## src/rtl/gdfw_pkg.sv

```systemverilog
// shared types and constants for the depth-first graph walk block
// no dependencies
package gdfw_pkg;

  localparam int DEF_NODES   = 64;
  localparam int DEF_ENTRIES = 512;
  localparam int NODE_PORT_W = 6;

  localparam logic OP_EDGE      = 1'b0;
  localparam logic OP_WALK      = 1'b1;
  localparam logic STATUS_VISIT = 1'b0;
  localparam logic STATUS_FULL  = 1'b1;

  typedef enum logic [3:0] {
    ST_IDLE,
    ST_E_A0,
    ST_E_A1,
    ST_E_B0,
    ST_E_B1,
    ST_W_START,
    ST_W_PUSH,
    ST_W_STEP,
    ST_W_ENT,
    ST_W_POP,
    ST_W_DONE
  } state_t;

  // write enables toward the graph store
  typedef struct packed {
    logic head_we;
    logic tail_we;
    logic tgt_we;
    logic next_we;
  } store_we_t;

endpackage

```

## src/rtl/gdfw_stack.sv

```systemverilog
// walk stack memory holding the saved levels below the top of stack
// depends on gdfw_pkg
module gdfw_stack #(
  parameter int NODES = 64,
  parameter int NW    = $clog2(NODES),
  parameter int DW    = 8
) (
  input  logic          clk,
  input  logic          we,
  input  logic [NW-1:0] waddr,
  input  logic [DW-1:0] wdata,
  input  logic [NW-1:0] raddr,
  output logic [DW-1:0] rdata
);
  import gdfw_pkg::*;

  logic [DW-1:0] mem [NODES];

  always_ff @(posedge clk) begin
    if (we) begin
      mem[waddr] <= wdata;
    end
    rdata <= mem[raddr];
  end

endmodule

```

## config.mk

```make
export PLATFORM = sky130hd
export DESIGN_NAME = gdfw_stack
export DESIGN_NICKNAME = d
export VERILOG_FILES = /design/src/rtl/gdfw_pkg.sv /design/src/rtl/gdfw_stack.sv
export SDC_FILE = /design/constraint.sdc
export NUM_CORES = 1
export LEC_CHECK = 0
export BUFFER_PORTS_ARGS = -buffer_cell sky130_fd_sc_hd__buf_4
export CORE_UTILIZATION = 50
export DETAILED_ROUTE_END_ITERATION = 6
export PLACE_DENSITY_LB_ADDON = 0.2
export SLEW_MARGIN = 20
export SYNTH_ARGS = -nofsm -noshare
export SYNTH_HDL_FRONTEND = slang
export SYNTH_SLANG_ARGS = --single-unit
```

## constraint.sdc

```tcl
create_clock -name clk -period 2.1 [get_ports clk]
set_input_delay 0.105 -clock clk [delete_from_list [all_inputs] [get_ports clk]]
set_output_delay 0.105 -clock clk [all_outputs]
set_load 0.005 [all_outputs]
```

Word-level counts from Yosys, hierarchy flattened
Memories as Yosys holds them, arrays and structs flattened. A register that Yosys moved wholly into a read port is not among the register bits.
Cells that the tools add are included.
- memory bits (read-only): 0
- word-level logic and storage cells: 3
- RAM bits: 512
- input port bits: 22
- memories kept: 1
- flip-flop bits (word level): 0
- latch bits: 0
- bitwise logic cells: 0
- reductions and logical operators: 0
- order comparisons: 0
- shift-type cells: 0
- divide/modulo/power cells: 0
- multiply operators: 0
- $add $sub $neg: 0
- equal/unequal tests: 0
- mux-type cells: 2
- memory list (name ; words ; bits a word ; rd ports ; clocked after memory_dff ; write ports ; RTL line ; RTL):
    mem ; 64 ; 8 ; 1 ; 1 ; 1 ; gdfw_stack.sv:17 ; logic [DW-1:0] mem [NODES];
- operators by type and width (operator ; number):
    $mux 1 ; 2

Logic depth before layout (Yosys ltp)
Gate-level depths: netlist (run 1).
- depth in word-level cells: 2
- mapped depth: 9

Worst setup path before layout (run 1)
Ideal clock, no wire load.
- kind: input to register
- start: in raddr[1]
- end: reg rdata[3] (read register of mem)
- arrival time: 1.645 ns
- cell stages on the path: 7
- setup slack: 0.327 ns
- buffers on the path: 3
- cell sequence: buf_4 buf_2 buf_2 mux4_2 mux4_2 o21ai_1 o41ai_1
- RTL lines (item ; RTL line ; RTL):
    from (decl) ; gdfw_stack.sv:12 ; input logic [NW-1:0] raddr,
    to (decl) ; gdfw_stack.sv:13 ; output logic [DW-1:0] rdata

==> results of run 1 <==
## sequential cells by signal, summed over array words and instances (netlist names)
| name | flops |
|---|---|
| mem | 512 |
| rdata | 8 |
## power by group
group	total [mW]	switching [mW]	internal [mW]
sequential	11.5	0.0411	11.5
clock	8.88	3.77	5.10
combinational	1.14	0.665	0.475
## worst paths after layout
path                                      startpoint                   end  slack, ns  cells after the start
worst min-delay path                        wdata[1]  mem[45][1]$_DFFE_PP_       0.07                      1
worst max register to register  mem[25][6]$_DFFE_PP_      rdata[6]$_DFF_P_       0.12                      5
worst max-delay path            mem[25][6]$_DFFE_PP_      rdata[6]$_DFF_P_       0.12                      5
worst min register to register  mem[22][1]$_DFFE_PP_      rdata[1]$_DFF_P_       0.78                      4
## what timing repair did
action | CTS | global route
hold buffers | 4 | 0
resized for setup | 1 | 0
hold endpoints to repair | 11 | 0
endpoints found under the setup margin | 1 | 0
## logic make-up (layout without fill, tap and decap cells)
family | after synthesis | in the layout | synth area share
flops | 520 | 520 | 0.7703
mux | 162 | 162 | 0.1594
simple gates | 153 | 153 | 0.03387
compound gates | 54 | 54 | 0.02072
buf+inv | 51 | 244 | 0.01570
## routing by layer
| metal | up-vias | share of wire | global-route usage |
|---|---|---|---|
| met3 | 71 | 0.065 | 0.03339 |
| met5 | - | 0 | 0 |
| met4 | 0 | 0.024 | 0.06847 |
| met2 | 383 | 0.49 | 0.3641 |
| met1 | 5279 | 0.43 | 0.3320 |
| li1 | 4231 | - | - |
## cells in the final DEF, fill, tap and decap left out, types with 3 or more instances in the layout
cell,count
a22oi_1,3
nand3b_1,3
mux4_2,126
dfxtp_1,8
buf_4,131
nand2b_1,7
nand2_1,19
nor3_1,6
clkinv_2,12
o22ai_1,8
nor2b_1,14
a221oi_1,6
a211oi_1,4
a21oi_1,3
clkinv_1,11
nor2_1,83
dlygate4sd3_1,4
o2bb2ai_1,3
edfxtp_1,512
mux2i_1,23
clkbuf_8,4
bufinv_16,3
nand3_1,13
clkbuf_1,13
o221ai_1,8
clkbuf_16,53
o2111ai_1,3
buf_12,10
mux2_2,13
## cell type report
type / instances / share of cell area
clock buffer: 69 / 0.06057
clock inverter: 29 / 0.009310
multi-input combinational: 369 / 0.1848
tap: 525 / 0.02809
sequential: 520 / 0.6643
timing repair buffer: 146 / 0.05292
==> flow_metrics.py, run 1 <==
metrics = {
    "global_route": {
        "grt_antenna_before_repair": 0,
        "largest_net_degree_at_the_start_of_global_routing": 65,
        "globalRouteTotalUtil": 0.2288,
        "gr-total-overflow": 0,
        "global_route_wire_length_before_repair_um": 67450,
        "grt_pass1_vias": 10149,
    },
    "cells_and_area": {
        "ff_latch_area_mm2": 0.01553,
        "final_design_area_no_fill_mm2": 0.02338,
        "layout.filler_cells": 2905,
        "final_cell_count_no_fill": 1658,
        "total_area_of_multi_input_combinational_cells_mm2": 0.004320,
        "fin_util": 0.5885,
        "antennaDiodeCount": 0,
        "share_of_post_route_cells_with_drive_strength_above_1": 0.3160,
        "num-nets-final": 1111,
        "area_growth_syn_to_layout_pct": 15.95,
    },
    "worst_setup_path": {
        "highest_fanout_seen_on_the_critical_path": 1,
        "timing.critical_path.required_ns": 2.57,
        "cp.buffers_inverters": 0,
        "cp_slowest_cell": "mux4_2",
        "crit_path_max_incr_delay_ns": 0.45,
        "worstPathArrival_ns": 2.45,
        "cp_capture_type": "flop",
        "startpoint_type": "flop",
        "path_delay_family": "multiplexers",
        "timing.setup.critical_path_class": "reg -> reg",
        "cp_cell_sequence": "mux4_2, mux2_2, o221a_2, nor3_2, o32ai_1",
    },
    "clock_network": {
        "cts_post_setup_buffers_inserted": 0,
        "cts_root_buffer": "clkbuf_16",
        "cts-buffers-inserted": 52,
        "tritoncts": "done",
        "clock_insertion_delay_worst_skew_ns": 0.59,
        "cts_num_sinks": 520,
        "ctsHtreeMaxLevel": 2,
        "cts_buffer_depth": 3,
        "cts.reportedPaths.clkPinSlew_ns": 0.06,
    },
    "floorplan": {
        "placeableCoreArea_mm2": 0.03973,
        "floorplan.die_area_mm2": 0.04114,
        "pin_count": 30,
        "floorplan.rows": 73,
        "die_h_um": 202.8,
        "starting_density_of_the_core": 0.5076,
        "die-width_um": 202.8,
    },
    "detailed_routing": {
        "wirelength_um": 45440,
        "drt-wirelength-per-cell_um": 27.41,
        "post-route-drc-count": 0,
        "vias": 9964,
        "postRouteAntennaNets": 0,
        "post_drt_via_cell_ratio": 6.010,
        "dr.pass1.iters": 6,
        "drtIter0Drc": 1117,
    },
    "synth": {
        "ys.warnings.count": 0,
        "synth.lib_cells_used.distinct": 40,
        "ys_async_sr_fraction": 0,
        "post_synth.cell_area_avg_um2": 21.45,
        "synth_edf_count": 512,
        "synth_top_flop_cell": "edfxtp_1",
        "synth_top_cell_by_area": "edfxtp_1",
        "synthTopCellsByArea": "edfxtp_1 76%, mux4_2 14%, nor2_1 1.5%",
        "synth_cells": 940,
        "yosys.cell_count.top_type": "edfxtp_1",
        "synth_nets": 962,
        "ys_top_cells_by_count": "512 x edfxtp_1, 126 x mux4_2, 83 x nor2_1",
        "area_fraction_of_the_dominant_cell_type_after_synthesis": 0.7624,
        "yosys_register_bits": 520,
        "mappedNetlistArea_mm2": 0.02017,
        "synth-seq-area-share": 0.7703,
    },
    "run": {
        "maxCapViolCount": 0,
    },
    "hold_path": {
        "holdCritPathClass": "in -> reg",
    },
    "timing": {
        "timing_hold_violations_final": 0,
        "total_of_endpoints_with_negative_setup_slack_in_the_final_report": 0,
        "setup_total_negative_slack_ns": 0,
        "grt_setup_unrepaired": "no",
        "final.period_utilization": 0.9440,
        "slew_violations": 0,
        "worst_slew_pin_slew_ns": 0.7506,
        "max_slew_margin": 0.4996,
        "fin_hold_ws_ns": 0.06514,
        "finalClockSkew_ns": 0.01925,
        "min_period_ns": 1.982,
        "setup_slack_ns": 0.1177,
        "max_freq_ghz": 0.5045,
    },
    "placement": {
        "pre_cts_slack_ns": -0.1844,
        "dpl.cell_count": 1556,
        "portBuffers": 29,
        "globalplace.congestion": 0.8132,
        "placedInstanceArea_mm2": 0.02170,
        "dp.final_hpwl_um": 28200,
    },
    "power": {
        "p_per_area_mw_per_mm2": 921.5,
        "leakage_nw": 7.554,
        "design_power_total_mw": 21.55,
        "irDropWorstVdd_v": 0.0007793,
    },
    "outcome": {
        "run_status": "finished clean",
    },
}
(Power assumes the default switching activity.)
==> inputs of run 2 (changes only) <==
==> constraint.sdc (replaced) <==
create_clock -name clk -period 1.7 [get_ports clk]
set_input_delay 0.085 -clock clk [delete_from_list [all_inputs] [get_ports clk]]
set_output_delay 0.085 -clock clk [all_outputs]
set_load 0.05 [all_outputs]
==> run 2 against run 1 <==
Effect of this change: first-iteration DRC count is 20% lower; fmax rose by 0.75%; register-to-register slack worse by 0.39 ns; the flow now finishes with violations (setup timing); highest routed layer is now met5; power grew 25%; critical endpoint is now rdata[4]$_DFF_P_.
==> flow_metrics.py, run 2 (same netlist as run 1, synthesis figures left out) <==
metrics = {
    "power": {
        "irDropWorstVdd_v": 0.001069,
        "switching_share": 0.2110,
        "switching_power_mw": 5.695,
        "leakage_nw": 7.801,
        "clkPwrFrac": 0.412,
        "p_per_area_mw_per_mm2": 1131,
        "cell_internal_pwr_mw": 21.29,
        "design_power_total_mw": 26.99,
        "seq_power_share": 0.528,
        "combPwrFrac": 0.060,
    },
    "detailed_routing": {
        "post_drt_via_cell_ratio": 5.910,
        "postRouteAntennaNets": 0,
        "post-route-drc-count": 0,
        "drtIter0Drc": 898,
        "wirelength_um": 45570,
        "dr.pass1.iters": 5,
        "vias": 10018,
        "drt-wirelength-per-cell_um": 26.89,
    },
    "cells_and_area": {
        "antennaDiodeCount": 0,
        "area_growth_syn_to_layout_pct": 18.34,
        "share_of_post_route_cells_with_drive_strength_above_1": 0.3513,
        "num-nets-final": 1150,
        "fin_util": 0.6007,
        "largest_reg_flops": 512,
        "largest_registers_ranked_by_flip_flop_count": "mem (512), rdata (8)",
        "layout_common_cells": "512 x edfxtp_1, 170 x buf_4, 126 x mux4_2",
        "largest_register": "mem",
        "layout.cells.most_common": "edfxtp_1",
    },
    "timing": {
        "total_of_endpoints_with_negative_setup_slack_in_the_final_report": 8,
        "setup_slack_ns": -0.2676,
        "grt_setup_unrepaired": "yes",
        "final.period_utilization": 1.157,
        "slew_violations": 0,
        "max_freq_ghz": 0.5082,
        "finalClockSkew_ns": 0.01852,
        "timing_hold_violations_final": 0,
        "worst_slew_pin_slew_ns": 0.7385,
        "min_period_ns": 1.968,
        "max_slew_margin": 0.5076,
    },
    "floorplan": {
        "floorplan.die_area_mm2": 0.04114,
        "floorplan.rows": 73,
        "die-width_um": 202.8,
        "placeableCoreArea_mm2": 0.03973,
        "die_h_um": 202.8,
        "pin_count": 30,
        "starting_density_of_the_core": 0.5076,
    },
    "clock_network": {
        "cts_num_sinks": 520,
        "cts.reportedPaths.clkPinSlew_ns": 0.06,
        "clock_insertion_delay_worst_skew_ns": 0.59,
        "cts_buffer_depth": 3,
        "ctsHtreeMaxLevel": 2,
        "cts_root_buffer": "clkbuf_16",
        "cts-buffers-inserted": 51,
        "tritoncts": "done",
        "cts_post_setup_buffers_inserted": 0,
    },
    "global_route": {
        "global_route_wire_length_before_repair_um": 67230,
        "grt_pass1_vias": 10221,
        "global_route.usage.met3": 0.04799,
        "grt_antenna_before_repair": 1,
        "met2_usage": 0.3617,
        "global_route_met1_usage": 0.3234,
        "globalRouteTotalUtil": 0.2287,
        "largest_net_degree_at_the_start_of_global_routing": 65,
        "gr-total-overflow": 0,
        "busiest_layer": "met2",
    },
    "outcome": {
        "run_status": "finished with violations",
        "failed_checks": "setup timing",
    },
    "worst_setup_path": {
        "cp_capture_type": "flop",
        "startpoint_type": "flop",
        "worst_setup_path_startpoint": "mem[24][4]$_DFFE_PP_",
        "timing.setup.critical_path_class": "reg -> reg",
        "reg2reg_depth": 6,
        "highest_fanout_seen_on_the_critical_path": 1,
        "timing.critical_path.required_ns": 2.16,
        "timing.rr.start": "mem[24][4]$_DFFE_PP_",
        "worst-r2r-setup-slack_ns": -0.27,
        "crit-reg2reg-capture": "rdata[4]$_DFF_P_",
        "crit_path_end": "rdata[4]$_DFF_P_",
        "worstPathArrival_ns": 2.43,
    },
    "placement": {
        "globalplace.congestion": 0.8276,
        "dp.final_hpwl_um": 29230,
        "pre_cts_slack_ns": -0.6557,
        "portBuffers": 29,
    },
    "hold_path": {
        "holdCritPathClass": "in -> reg",
    },
    "run": {
        "maxCapViolCount": 0,
    },
}
[run 2: layer usage]
| metal | share of wire | routed length, um |
|---|---|---|
| met3 | 0.060 | 2756 |
| met2 | 0.49 | 22190 |
| met1 | 0.42 | 19360 |
| met4 | 0.027 | 1250 |
| met5 | 0.00026 | 12 |
[run 2: cell type report]
type,count,area (um^2)
timing repair buffer,186,1570
clock inverter,34,322.8
clock buffer,61,1314
tap,525,656.9
fill,2850,15870
sequential,520,15530
multi-input combinational,369,4467
[run 2: metrics by stage]
| stage | instance area, um^2 | TNS (ns) | instances | hold slack, ns |
|---|---|---|---|---|
| after CTS | 23860 | -0.8734 | 1696 | 0.05025 |
| after floorplan | 20170 | 0 | 940 | 0.1839 |
| after global placement | 22060 | -4.075 | 1599 | 0.4945 |
| final | 23870 | -0.8121 | 1695 | 0.03945 |
| after global routing | 23870 | -1.127 | 1695 | 0.06952 |
| after detailed placement | 22060 | -3.929 | 1599 | 0.4935 |
[run 2: what timing repair did]
| action | in CTS | in global routing |
|---|---|---|
| endpoints found under the setup margin | 8 | 8 |
| endpoints found under the hold margin | 32 | 0 |
| pin swaps | 8 | 2 |
| gates resized for setup | 25 | 3 |
| hold buffers | 2 | 0 |
[run 2: power by group through the flow]
stage | clock network (mW) | logic [mW] | registers [mW]
after floorplan | 0 | 0.758 | 14.6
after global placement | 0 | 1.56 | 14.5
after detailed placement | 0 | 1.58 | 14.5
after CTS | 11.3 | 1.64 | 14.2
after global routing | 11.7 | 1.72 | 14.2
final | 11.1 | 1.62 | 14.2
[run 2: worst min-delay path by stage]
stage | startpoint | cells after the start | to | slack, ns
3_3_place_gp | raddr[5] | 2 | rdata[3]$_DFF_P_ | 0.49
3_5_place_dp | raddr[5] | 2 | rdata[3]$_DFF_P_ | 0.49
4_1_cts | waddr[1] | 3 | mem[49][5]$_DFFE_PP_ | 0.05
6_report | wdata[0] | 1 | mem[23][0]$_DFFE_PP_ | 0.04
5_1_grt | wdata[5] | 1 | mem[20][5]$_DFFE_PP_ | 0.07
2_1_floorplan | wdata[0] | 0 | mem[0][0]$_DFFE_PP_ | 0.18
[run 2: critical path, stage by stage (launching register included)]
cell      delay (ns)
edfxtp_1        0.38
mux4_2          0.49
mux2_4          0.29
o221a_4         0.26
nor3_2          0.15
buf_4           0.18
o32ai_2         0.08
==> inputs of run 3 (changes only) <==
Settings changed: CTS_BUF_LIST from default to sky130_fd_sc_hd__clkbuf_4.
==> run 3 against run 2 <==
Effect of this change: the run still ends with setup timing left; global-route usage up 0.76 points; power is 3.0% higher; clock power is 7% higher; clock skew rose by 0.013 ns; non-clock buffer count increased by 20; core utilization rose by 1.2 points; via count up 6.9%; largest power group unchanged.
==> flow_metrics.py, run 3 (same netlist as run 1, synthesis figures left out) <==
metrics = {
    "outcome": {
        "run_status": "finished with violations",
        "failed_checks": "setup timing",
    },
    "clock_network": {
        "cts_post_setup_buffers_inserted": 0,
        "clock_insertion_delay_worst_skew_ns": 0.82,
        "ctsHtreeMaxLevel": 4,
        "tritoncts": "done",
        "cts.reportedPaths.clkPinSlew_ns": 0.06,
        "cts_root_buffer": "clkbuf_4",
        "cts_num_sinks": 520,
        "cts-buffers-inserted": 135,
        "cts_buffer_depth": 3,
    },
    "cells_and_area": {
        "largest_registers_ranked_by_flip_flop_count": "mem (512), rdata (8)",
        "ff_latch_area_mm2": 0.01553,
        "share_of_post_route_cells_with_drive_strength_above_1": 0.4080,
        "total_area_of_multi_input_combinational_cells_mm2": 0.004464,
        "layout_common_cells": "512 x edfxtp_1, 184 x clkbuf_4, 170 x buf_4",
        "fin_util": 0.6126,
        "final_design_area_no_fill_mm2": 0.02434,
        "num-nets-final": 1254,
        "layout.filler_cells": 2886,
        "largest_reg_flops": 512,
        "layout.cells.most_common": "edfxtp_1",
        "area_growth_syn_to_layout_pct": 20.68,
        "largest_register": "mem",
    },
    "timing": {
        "setup_total_negative_slack_ns": -0.6851,
        "worst_slew_pin_slew_ns": 0.7425,
        "setup_slack_ns": -0.2282,
        "grt_setup_unrepaired": "yes",
        "finalClockSkew_ns": 0.03186,
        "slew_violations": 0,
        "min_period_ns": 1.928,
        "timing_hold_violations_final": 0,
        "max_freq_ghz": 0.5186,
        "total_of_endpoints_with_negative_setup_slack_in_the_final_report": 8,
        "final.period_utilization": 1.134,
        "max_slew_margin": 0.5050,
    },
    "power": {
        "irDropWorstVdd_v": 0.0006528,
        "clkPwrFrac": 0.428,
        "combPwrFrac": 0.060,
        "p_per_area_mw_per_mm2": 1142,
        "switching_power_mw": 5.926,
        "cell_internal_pwr_mw": 21.86,
        "switching_share": 0.2132,
        "leakage_nw": 8.181,
        "seq_power_share": 0.512,
    },
    "global_route": {
        "global_route_wire_length_before_repair_um": 69350,
        "met2_usage": 0.3682,
        "grt_pass1_vias": 11075,
        "global_route_met1_usage": 0.3269,
        "largest_net_degree_at_the_start_of_global_routing": 65,
        "grt_antenna_before_repair": 2,
        "globalRouteTotalUtil": 0.2363,
        "busiest_layer": "met2",
        "gr-total-overflow": 0,
        "global_route.usage.met3": 0.05923,
    },
    "detailed_routing": {
        "postRouteAntennaNets": 0,
        "post-route-drc-count": 0,
        "drt-wirelength-per-cell_um": 25.22,
        "vias": 10709,
        "dr.pass1.iters": 5,
        "wirelength_um": 46760,
        "post_drt_via_cell_ratio": 5.776,
        "drtIter0Drc": 997,
    },
    "placement": {
        "pre_cts_slack_ns": -0.6557,
        "dp.final_hpwl_um": 29230,
        "placedInstanceArea_mm2": 0.02206,
        "portBuffers": 29,
        "globalplace.congestion": 0.8276,
    },
    "floorplan": {
        "starting_density_of_the_core": 0.5076,
        "placeableCoreArea_mm2": 0.03973,
        "die_h_um": 202.8,
        "floorplan.die_area_mm2": 0.04114,
        "floorplan.rows": 73,
        "pin_count": 30,
        "die-width_um": 202.8,
    },
    "worst_setup_path": {
        "timing.setup.critical_path_class": "reg -> reg",
        "crit_path_max_incr_delay_ns": 0.49,
        "cp_capture_type": "flop",
        "reg2reg_depth": 6,
        "worstPathArrival_ns": 2.63,
        "highest_fanout_seen_on_the_critical_path": 1,
        "cp_slowest_cell": "mux4_2",
        "worst-r2r-setup-slack_ns": -0.23,
        "crit-reg2reg-capture": "rdata[4]$_DFF_P_",
        "timing.rr.start": "mem[24][4]$_DFFE_PP_",
        "startpoint_type": "flop",
        "timing.critical_path.required_ns": 2.40,
        "cp_cell_sequence": "mux4_2, mux2_4, o221a_4, nor3_2, buf_4, o32ai_2",
    },
    "hold_path": {
        "holdCritPathClass": "in -> reg",
        "hold_path_end": "rdata[6]$_DFF_P_",
        "holdCritStartpoint": "raddr[1]",
        "hold_path_cell_cnt": 6,
    },
    "run": {
        "maxCapViolCount": 0,
    },
}
[run 3: cell count changes in the layout (fill, tap and decap cells not counted), moves of 2 or more]
cell | previous run | this run
bufinv_16 | 6 | 13
clkbuf_1 | 10 | 0
clkbuf_16 | 51 | 0
clkbuf_4 | 0 | 184
clkinv_1 | 11 | 29
clkinv_2 | 12 | 2
clkinvlp_4 | 2 | 0
diode_2 | 0 | 3
dlygate4sd3_1 | 2 | 21
inv_2 | 0 | 3
inv_6 | 3 | 0
[run 3: worst max-delay path: cells and delay by family (launching register included)]
family / cells / cell delay, ns
buf+inv: 1 / 0.18
compound gates: 2 / 0.34
mux: 2 / 0.77
flops: 1 / 0.38
simple gates: 1 / 0.16
[run 3: through the flow]
step           std cells  total power [mW]  hold WS [ns]
5_1_grt             1853             28.83       0.08831
2_1_floorplan        940             15.33        0.1839
3_5_place_dp        1599             16.09        0.4935
6_report            1854             27.79        0.1204
3_3_place_gp        1599             16.07        0.4945
4_1_cts             1852             28.07       0.03398
[run 3: layout make-up]
class / count / share of cell area
multi-input combinational: 369 / 0.1834
tap: 525 / 0.02699
clock buffer: 184 / 0.05675
clock inverter: 47 / 0.02139
sequential: 520 / 0.6383
timing repair buffer: 206 / 0.07285
antenna: 3 / 0.0003085
[run 3: power groups by stage]
stage / logic (mW) / registers (mW) / clock network [mW]
3_3_place_gp: 1.56 / 14.5 / 0
5_1_grt: 1.75 / 14.2 / 12.8
2_1_floorplan: 0.758 / 14.6 / 0
4_1_cts: 1.67 / 14.2 / 12.2
3_5_place_dp: 1.58 / 14.5 / 0
6_report: 1.66 / 14.2 / 11.9
[run 3: what timing repair did]
action | CTS | global route
pin swaps | 8 | 2
gates resized for setup | 25 | 5
hold endpoints to repair | 736 | 0
setup endpoints to repair | 8 | 56
cloned | 0 | 0
hold buffers | 22 | 0
[run 3: per-layer routing]
| metal | wire length, um | vias to the layer above | part of all wire |
|---|---|---|---|
| met1 | 19640 | 5592 | 0.42 |
| met5 | 0 | - | 0 |
| met3 | 3415 | 74 | 0.073 |
| met2 | 22730 | 425 | 0.49 |
| met4 | 982 | 0 | 0.021 |
| li1 | - | 4618 | - |
[run 3: worst max-delay path by stage]
stage | from | end | cells past startpoint
3_3_place_gp | raddr[0] | rdata[3]$_DFF_P_ | 7
5_1_grt | mem[24][4]$_DFFE_PP_ | rdata[4]$_DFF_P_ | 6
3_5_place_dp | raddr[0] | rdata[3]$_DFF_P_ | 7
2_1_floorplan | raddr[1] | rdata[3]$_DFF_P_ | 7
6_report | mem[24][4]$_DFFE_PP_ | rdata[4]$_DFF_P_ | 6
4_1_cts | mem[24][4]$_DFFE_PP_ | rdata[4]$_DFF_P_ | 6
